### src/design/segment_tree_point_add_range_sum_assert.svh
// Assertion macros used by the tree's sequencer.
`ifndef SEGMENT_TREE_POINT_ADD_RANGE_SUM_ASSERT_SVH
`define SEGMENT_TREE_POINT_ADD_RANGE_SUM_ASSERT_SVH

// Consequent must hold in the same cycle as the antecedent.
`define STPRS_ASSERT_NOW(label, clk, rst_n, ante, cons, msg) \
  label: assert property (@(posedge clk) disable iff (!rst_n) (ante) |-> (cons)) \
    else $error(msg);

// Consequent must hold in the cycle after the antecedent.
`define STPRS_ASSERT_NEXT(label, clk, rst_n, ante, cons, msg) \
  label: assert property (@(posedge clk) disable iff (!rst_n) (ante) |=> (cons)) \
    else $error(msg);

`endif

### src/design/stprs_pkg.sv
`timescale 1ns / 1ps

package stprs_pkg;

  localparam int SUM_W    = 32;
  localparam int WEIGHT_W = 16;
  localparam int POS_W    = 10;
  localparam int BOUND_W  = 11;

  localparam logic FUNC_ADD = 1'b0;
  localparam logic FUNC_SUM = 1'b1;

  // Result handed from the sequencer to the output register.
  typedef struct packed {
    logic             valid;
    logic [SUM_W-1:0] sum;
  } sum_res_t;

endpackage

### src/design/stprs_seq.sv
`timescale 1ns / 1ps
`include "segment_tree_point_add_range_sum_assert.svh"

module stprs_seq #(
  parameter int LEAF_COUNT = 1024
) (
  input  logic                                   clk,
  input  logic                                   rst_n,
  input  logic                                   build_start,
  input  logic [$clog2(2*LEAF_COUNT+1)-1:0]      ones,
  input  logic                                   in_valid,
  output logic                                   in_stall,
  input  logic                                   in_func,
  input  logic [stprs_pkg::POS_W-1:0]            in_position,
  input  logic signed [stprs_pkg::WEIGHT_W-1:0]  in_weight,
  input  logic [stprs_pkg::BOUND_W-1:0]          in_range_start,
  input  logic [stprs_pkg::BOUND_W-1:0]          in_range_end,
  output stprs_pkg::sum_res_t                    res,
  input  logic                                   res_stall,
  output logic                                   ram_we,
  output logic [$clog2(2*LEAF_COUNT)-1:0]        ram_waddr,
  output logic [stprs_pkg::SUM_W-1:0]            ram_wdata,
  output logic [$clog2(2*LEAF_COUNT)-1:0]        ram_raddr,
  input  logic [stprs_pkg::SUM_W-1:0]            ram_rdata
);

  localparam int AW = $clog2(2*LEAF_COUNT);
  localparam int IW = $clog2(2*LEAF_COUNT+1);
  localparam int SW = stprs_pkg::SUM_W;

  typedef enum logic [9:0] {
    S_IDLE  = 10'b00_0000_0001,
    S_BLEAF = 10'b00_0000_0010,
    S_BRD0  = 10'b00_0000_0100,
    S_BRD1  = 10'b00_0000_1000,
    S_BWR   = 10'b00_0001_0000,
    S_URD   = 10'b00_0010_0000,
    S_UWR   = 10'b00_0100_0000,
    S_QLO   = 10'b00_1000_0000,
    S_QHI   = 10'b01_0000_0000,
    S_DONE  = 10'b10_0000_0000
  } seq_state_t;

  seq_state_t    state_r, state_nxt;
  logic [IW-1:0] ptr_r, ptr_nxt;   // leaf counter, node index or low bound
  logic [IW-1:0] hi_r, hi_nxt;
  logic [SW-1:0] acc_r, acc_nxt;
  logic          pend_r, pend_nxt; // a read issued last cycle adds to acc
  logic [SW-1:0] d0_r, d0_nxt;
  logic [SW-1:0] delta_r, delta_nxt;

  logic [SW-1:0] acc_add;
  logic [31:0]   lo_clamp;
  logic [31:0]   hi_clamp;

  assign acc_add  = acc_r + (pend_r ? ram_rdata : '0);
  assign lo_clamp = (32'(in_range_start) > 32'(LEAF_COUNT)) ? 32'(LEAF_COUNT)
                                                             : 32'(in_range_start);
  assign hi_clamp = (32'(in_range_end) > 32'(LEAF_COUNT)) ? 32'(LEAF_COUNT)
                                                           : 32'(in_range_end);

  assign in_stall = (state_r != S_IDLE) || build_start;

  always_comb begin
    state_nxt = state_r;
    ptr_nxt   = ptr_r;
    hi_nxt    = hi_r;
    acc_nxt   = acc_r;
    pend_nxt  = pend_r;
    d0_nxt    = d0_r;
    delta_nxt = delta_r;
    ram_we    = 1'b0;
    ram_waddr = ptr_r[AW-1:0];
    ram_wdata = '0;
    ram_raddr = ptr_r[AW-1:0];
    res.valid = 1'b0;
    res.sum   = acc_r;
    case (state_r)
      S_IDLE: begin
        if (in_valid) begin
          if (in_func == stprs_pkg::FUNC_ADD) begin
            // adds beyond the last leaf are dropped
            if (32'(in_position) < 32'(LEAF_COUNT)) begin
              ptr_nxt   = IW'(32'(LEAF_COUNT) + 32'(in_position));
              delta_nxt = SW'(in_weight);
              state_nxt = S_URD;
            end
          end else begin
            ptr_nxt   = IW'(lo_clamp + 32'(LEAF_COUNT));
            hi_nxt    = IW'(hi_clamp + 32'(LEAF_COUNT));
            acc_nxt   = '0;
            pend_nxt  = 1'b0;
            state_nxt = S_QLO;
          end
        end
      end
      S_BLEAF: begin
        ram_we    = 1'b1;
        ram_waddr = AW'(32'(LEAF_COUNT) + 32'(ptr_r));
        ram_wdata = (ptr_r < ones) ? SW'(1) : '0;
        if (ptr_r == IW'(LEAF_COUNT - 1)) begin
          state_nxt = S_BRD0;
        end else begin
          ptr_nxt = ptr_r + 1'b1;
        end
      end
      S_BRD0: begin
        ram_raddr = AW'({ptr_r, 1'b0});
        state_nxt = S_BRD1;
      end
      S_BRD1: begin
        ram_raddr = AW'({ptr_r, 1'b1});
        d0_nxt    = ram_rdata;
        state_nxt = S_BWR;
      end
      S_BWR: begin
        ram_we    = 1'b1;
        ram_wdata = d0_r + ram_rdata;
        if (ptr_r == IW'(1)) begin
          state_nxt = S_IDLE;
        end else begin
          ptr_nxt   = ptr_r - 1'b1;
          state_nxt = S_BRD0;
        end
      end
      S_URD: begin
        state_nxt = S_UWR;
      end
      S_UWR: begin
        // tree stays consistent, so each ancestor just takes the delta
        ram_we    = 1'b1;
        ram_wdata = ram_rdata + delta_r;
        if (ptr_r == IW'(1)) begin
          state_nxt = S_IDLE;
        end else begin
          ptr_nxt   = ptr_r >> 1;
          state_nxt = S_URD;
        end
      end
      S_QLO: begin
        acc_nxt  = acc_add;
        pend_nxt = 1'b0;
        if (ptr_r >= hi_r) begin
          state_nxt = S_DONE;
        end else begin
          if (ptr_r[0]) begin
            pend_nxt = 1'b1;
            ptr_nxt  = ptr_r + 1'b1;
          end
          state_nxt = S_QHI;
        end
      end
      S_QHI: begin
        acc_nxt  = acc_add;
        pend_nxt = 1'b0;
        if (hi_r[0]) begin
          ram_raddr = AW'(hi_r - 1'b1);
          pend_nxt  = 1'b1;
        end
        // odd hi: (hi - 1) >> 1 equals hi >> 1
        hi_nxt    = hi_r >> 1;
        ptr_nxt   = ptr_r >> 1;
        state_nxt = S_QLO;
      end
      S_DONE: begin
        if (!res_stall) begin
          res.valid = 1'b1;
          state_nxt = S_IDLE;
        end
      end
      default: begin
        state_nxt = S_IDLE;
      end
    endcase
    if (build_start) begin
      state_nxt = S_BLEAF;
      ptr_nxt   = '0;
    end
  end

  always_ff @(posedge clk) begin
    if (!rst_n) begin
      state_r <= S_BLEAF;
      ptr_r   <= '0;
      pend_r  <= 1'b0;
    end else begin
      state_r <= state_nxt;
      ptr_r   <= ptr_nxt;
      pend_r  <= pend_nxt;
    end
  end

  always_ff @(posedge clk) begin
    hi_r    <= hi_nxt;
    acc_r   <= acc_nxt;
    d0_r    <= d0_nxt;
    delta_r <= delta_nxt;
  end

  `STPRS_ASSERT_NOW(a_query_order, clk, rst_n, state_r == S_QHI, ptr_r <= hi_r, "query bounds crossed mid-level")
  `STPRS_ASSERT_NEXT(a_update_ends, clk, rst_n, state_r == S_UWR && ptr_r == IW'(1) && !build_start, state_r == S_IDLE, "update did not stop at root")
  `STPRS_ASSERT_NEXT(a_build_ends, clk, rst_n, state_r == S_BWR && ptr_r == IW'(1) && !build_start, state_r == S_IDLE, "build did not stop at root")

endmodule
### config.mk
export PLATFORM = sky130hd
export DESIGN_NAME = stprs_seq
export DESIGN_NICKNAME = d
export VERILOG_FILES = /design/src/design/stprs_pkg.sv /design/src/design/stprs_seq.sv
export VERILOG_INCLUDE_DIRS = /design/src /design/src/design
export SDC_FILE = /design/constraint.sdc
export NUM_CORES = 1
export LEC_CHECK = 0
export BUFFER_PORTS_ARGS = -buffer_cell sky130_fd_sc_hd__buf_2
export CAP_MARGIN = 20
export CORE_MARGIN = 1
export CORE_UTILIZATION = 50
export DETAILED_ROUTE_END_ITERATION = 8
export PLACE_DENSITY = 0.79
export RECOVER_POWER = 50
export SETUP_SLACK_MARGIN = 0.02
export SLEW_MARGIN = 20
export SYNTH_ARGS = -nofsm -noshare
export SYNTH_HDL_FRONTEND = slang
export SYNTH_SLANG_ARGS = --single-unit
### constraint.sdc
create_clock -name clk -period 5.9 [get_ports clk]
set_input_delay 0.59 -clock clk [delete_from_list [all_inputs] [get_ports clk]]
set_output_delay 0.59 -clock clk [all_outputs]
set_load 0.1 [all_outputs]
* After elaboration in Yosys (flattened, before gate mapping)
Cells that the tools add are included.
W data, S select, Z words.
** Storage, ports and cells
- Register bits :: 115
- Output and inout bits :: 89
- Word-level logic and storage cells :: 100
** Operators by class
- $add $sub $neg :: 10
- $lt $le $gt $ge :: 4
- Equal/unequal tests :: 22
- Multiplexer cells :: 39
- Bitwise operators :: 2
- Reductions and logical operators :: 15
** Operator list (number)
- $mux W12 :: 9
- $pmux W10 S10 :: 1
- $add A32 B32 Y32 :: 3
- $mux W32 :: 3
- $pmux W32 S3 :: 1
- $pmux W12 S6 :: 1
- $pmux W32 S2 :: 1
- $mux W11 :: 4
- $mux W10 :: 4
- $pmux W11 S3 :: 1
- $add A11 B11 Y12 const B :: 2
- $pmux W12 S2 :: 1
- $gt A11 B11 Y1 const B :: 2
- $ne A2 B2 Y1 const B :: 9
- $reduce_and A3 Y1 :: 5
- $add A11 B10 Y12 const A :: 1
- $add A12 B1 Y12 const B :: 1
- $eq A12 B1 Y1 const B :: 1
- $eq A12 B10 Y1 const B :: 1
- $ge A12 B12 Y1 :: 1
- $lt A12 B12 Y1 :: 1
- $sub A12 B1 Y12 const B :: 1
- $add A11 B11 Y11 const A :: 1
- $sub A11 B1 Y11 const B :: 1
- 25 further kinds :: 36

* Depth between registers and ports, before layout
- Depth in word-level cells :: 6
- Gate-level depth with buffers :: 19
- Gate-level depth less buffers :: 18

* Worst setup path after synthesis
Ideal clock, no wire load.
- Path type :: reg-to-output
- Start :: register state_r[9]
- End :: output port ram_wdata[26] (netlist bit)
- Arrival :: 5615 ps
- Setup slack :: -305 ps
- Stages on the path, launching flop included :: 20
- Cell sequence :: dfxtp_1 nor2_1 nand3_1 nor2_1 nand3_1 clkbuf_1 mux2_2 ha_1 inv_1 fa_1 nor2b_1 o31ai_1 a2111oi_1 o21ai_0 a21oi_1 o21ai_0 a21oi_1 o21ai_0 and3_1 nor3_1
** On the way
- Longest elaborated chain between the ends :: 2
- Elaborated cells on any way between the ends :: 4
- Those cells by class :: eq/ne (3); mux (1)
** Ends and longest elaborated chain
- start, declared :: line stprs_seq.sv:44 : seq_state_t state_r, state_nxt;
- start signal, assigned :: line stprs_seq.sv:187 : state_r <= state_nxt;
- $eq A10 B7 Y1, or another cell as far along :: line stprs_seq.sv:78 : case (state_r)
- $pmux W32 S3 (*) :: line stprs_seq.sv:78
- end, declared :: line stprs_seq.sv:22 : output logic [stprs_pkg::SUM_W-1:0] ram_wdata,
Mark *: on every way between the ends. The rest lies on a longest branch, timed or not.

* Worst setup path after layout
- Start :: register state_r[9]
- End :: output port ram_wdata[28] (netlist bit)
Same word-level chain as after synthesis.

==> run_results.csv <==
group,metric,value,unit
drt,postRouteWirelength,27300,µm
run,drv_cap,2,
logic_synthesis,syn_area_per_cell,8.78,µm²
min_path,hold_path_class,"primary input to register",
floorplan,die_area,20000,µm²
clock_tree,cts_tree,"built",
pwr,swShare,22.7,%
logic_synthesis,yosysTopAreaCellShare,28.4,%
pwr,pwr-share-clk,50.0,%
logic_synthesis,ys_seq_elements,115,
logic_synthesis,yosys_warnings,0,
sta,slew_viol_final,67,
sta,min_period,5410,ps
floorplan,initial_core_util,51.4,%
pwr,cellPowerDensity,186,nW/µm²
setup_path,worstSetupPathType,"register to output pin",
logic_synthesis,synth-async-reset-ratio,0,%
logic_synthesis,syn_inst,1107,
clock_tree,cts_max_level,4,
logic_synthesis,synth_cell_types,72,
pwr,p_leak,5.04,nW
drt,avgViaCountPerCell,5.94,
logic_synthesis,synth_edf_count,92,
logic_synthesis,synth_area,9720,µm²
floorplan,num_rows,50,
pwr,combPwrFrac,9.0,%
logic_synthesis,ys_seq_area_share,33.2,%
sta,worstMarginPinSlew,2770,ps
sta,tns,0,ps
run_status,violations,"capacitance limit, slew limit",
pwr,switchingPower,0.485,mW
setup_path,cp.required,5310,ps
sta,finClkSkew,10.6,ps
grt,grt_pass1_wl,43100,µm
clock_tree,clk_pin_slew,50,ps
setup_path,critPathLaunchType,"register",
logic_synthesis,yosys-top-cells-area,"edfxtp_1, ha_1, dfxtp_1, a21oi_1, nor2_1",
logic_synthesis,synth_top_cell_by_area,"edfxtp_1",
clock_tree,cts_hold_buf,0,
grt,grt_overflow,0,
drt,dr_total_vias,9096,
pwr,ir_worst_vdd,0.195,mV
setup_path,crit_path_max_fanout,32,
logic_synthesis,syn-num-nets,1304,
logic_synthesis,synthFlopType,"edfxtp_1",
logic_synthesis,synth_most_common_cell,"nor2_1",
drt,drtIter0Drc,651,
grt,grt_max_degree,39,
final_layout,stdcell_area,11500,µm²
clock_tree,clock-sinks,115,
placement,placed_cell_area,11000,µm²
final_layout,drive_gt1_share,13.6,%
run_status,status,"finished with violations",
placement,gp_congestion,0.939,
setup_path,critPathCaptureType,"output pin",
clock_tree,clock-root-buffer,"clkbuf_16",
sta,period_share,91.7,%
drt,drc_errors,0,
sta,finalSetupViolCount,0,
sta,hold_viol_final,0,
drt,drt-wirelength-per-cell,17.8,µm
placement,dp_hpwl,20200,µm
floorplan,core,18900,µm²
clock_tree,cts_buffers,17,
drt,firstDrtPassIters,6,
drt,ant_nets,0,
grt,first_global_vias,8612,
grt,grt_antenna_before_repair,1,
pwr,seq_power_share,41.0,%
clock_tree,cts_buffer_depth,2,
floorplan,pin_count,187,
setup_path,crit_arrival,4820,ps
grt,track_usage,27.3,%
logic_synthesis,synthTopCellsByCount,"nor2_1, ha_1, edfxtp_1",
sta,relSlewSlack,-85.2,%
floorplan,die_y,141,µm
sta,clock.fmax,0.185,GHz
final_layout,antenna_cells,0,
placement,io_buffers,186,
clock_tree,clk_latency,430,ps
pwr,total_power,2.13,mW
sta,rsz0062_at_grt,"false",
final_layout,area_growth,18.2,%
pwr,p_int,1.65,mW
floorplan,die_w,141,µm
final_layout,final_nets,1457,
[power by group through the flow]
stage	clock network [mW]	registers, mW	logic, mW
finish	1.07	0.874	0.191
global placement	0	0.891	0.187
floorplan	0	0.890	0.118
detailed placement	0	0.891	0.190
CTS	1.07	0.874	0.191
global route	1.11	0.874	0.211
[critical path, stage by stage (launching register included)]
cell and delay (ps):
dfxtp_1 500, nor2_1 120, nand3_1 130, nor2_1 90, nand3_1 220, buf_6 320, mux2_2 400, ha_1 280
nor2b_1 150, o31ai_2 340, a2111oi_4 150, o21ai_0 260, and2_1 200, o21ai_1 130, a31oi_1 290, o221a_2 260
mux2i_1 170, o21ai_0 160, buf_12 220
[layer usage]
metal | share of wire [%] | vias to the layer above | global-route usage [%]
met5 | 0 | - | 0
met4 | 3.0 | 0 | 11.1
met3 | 7.8 | 62 | 4.93
met2 | 47 | 424 | 46.7
met1 | 42 | 4252 | 34.1
li1 | - | 4358 | -
[layout by cell type, fill, tap and decap left out, types with 20 or more instances in the layout]
cell / n
nor2_1: 114
buf_2: 98
ha_1: 97
edfxtp_1: 92
a21oi_1: 90
nand2_1: 82
clkbuf_1: 79
a21o_1: 55
o21ai_0: 54
inv_1: 47
and2_1: 36
xnor2_1: 34
nand3_1: 28
xor2_1: 28
dfxtp_1: 23
nor3_1: 21
nand2b_1: 20
[stage by stage]
step	util, %	hold WS, ps	worst slack [ps]	cells
2_1_floorplan	-	500	334	1107
3_3_place_gp	58.1	511	859	1501
3_5_place_dp	58.1	543	699	1501
4_1_cts	61.2	330	218	1532
5_1_grt	60.8	334	87.8	1532
6_report	60.8	340	488	1532
[sequential cells by signal, indices dropped and copies added (netlist names)]
| name | flops |
|---|---|
| delta_r | 16 |
| acc_r | 32 |
| state_r | 10 |
| ptr_r | 12 |
| d0_r | 32 |
| pend_r | 1 |
| hi_r | 12 |
[final timing paths]
path | start | end | slack [ps] | cells after the start
worst max-delay path | state_r[9]$_SDFFE_PP0P_ | ram_wdata[28] | 490 | 18
worst min-delay path | in_weight[3] | delta_r[3]$_DFFE_PP_ | 340 | 1
worst max register to register | pend_r$_SDFFE_PN0P_ | acc_r[28]$_SDFFCE_PP0P_ | 1960 | 15
worst min register to register | state_r[2]$_SDFFE_PP0P_ | state_r[3]$_SDFFE_PP0P_ | 550 | 2
[cells by family (layout without fill, tap and decap cells)]
group | count (synthesis) | in the layout | synth area share [%]
XOR/XNOR | 62 | 62 | 5.59
multiplexers | 20 | 20 | 2.25
AND/OR/NAND/NOR | 391 | 391 | 20.2
flip-flops | 115 | 115 | 33.2
AO/OA/AOI/OAI | 313 | 313 | 21.2
adder cells (fa/ha/maj) | 99 | 99 | 12.9
buffers and inverters | 107 | 272 | 4.67
[final cells by class]
class / count / area, µm²
fillers: 1649 / 7410
clock inverters: 11 / 161
well taps: 260 / 325
multi-input cells: 885 / 6070
repair buffers: 194 / 1090
flip-flops and latches: 115 / 3220
inverters: 47 / 176
clock buffers: 20 / 437
[what timing repair did]
item,4_1_cts,5_1_grt
endpoints found under the setup margin,0,4
gates resized for setup,0,4
setup buffers,0,0
Note: power is estimated with default switching activity, not from simulation.
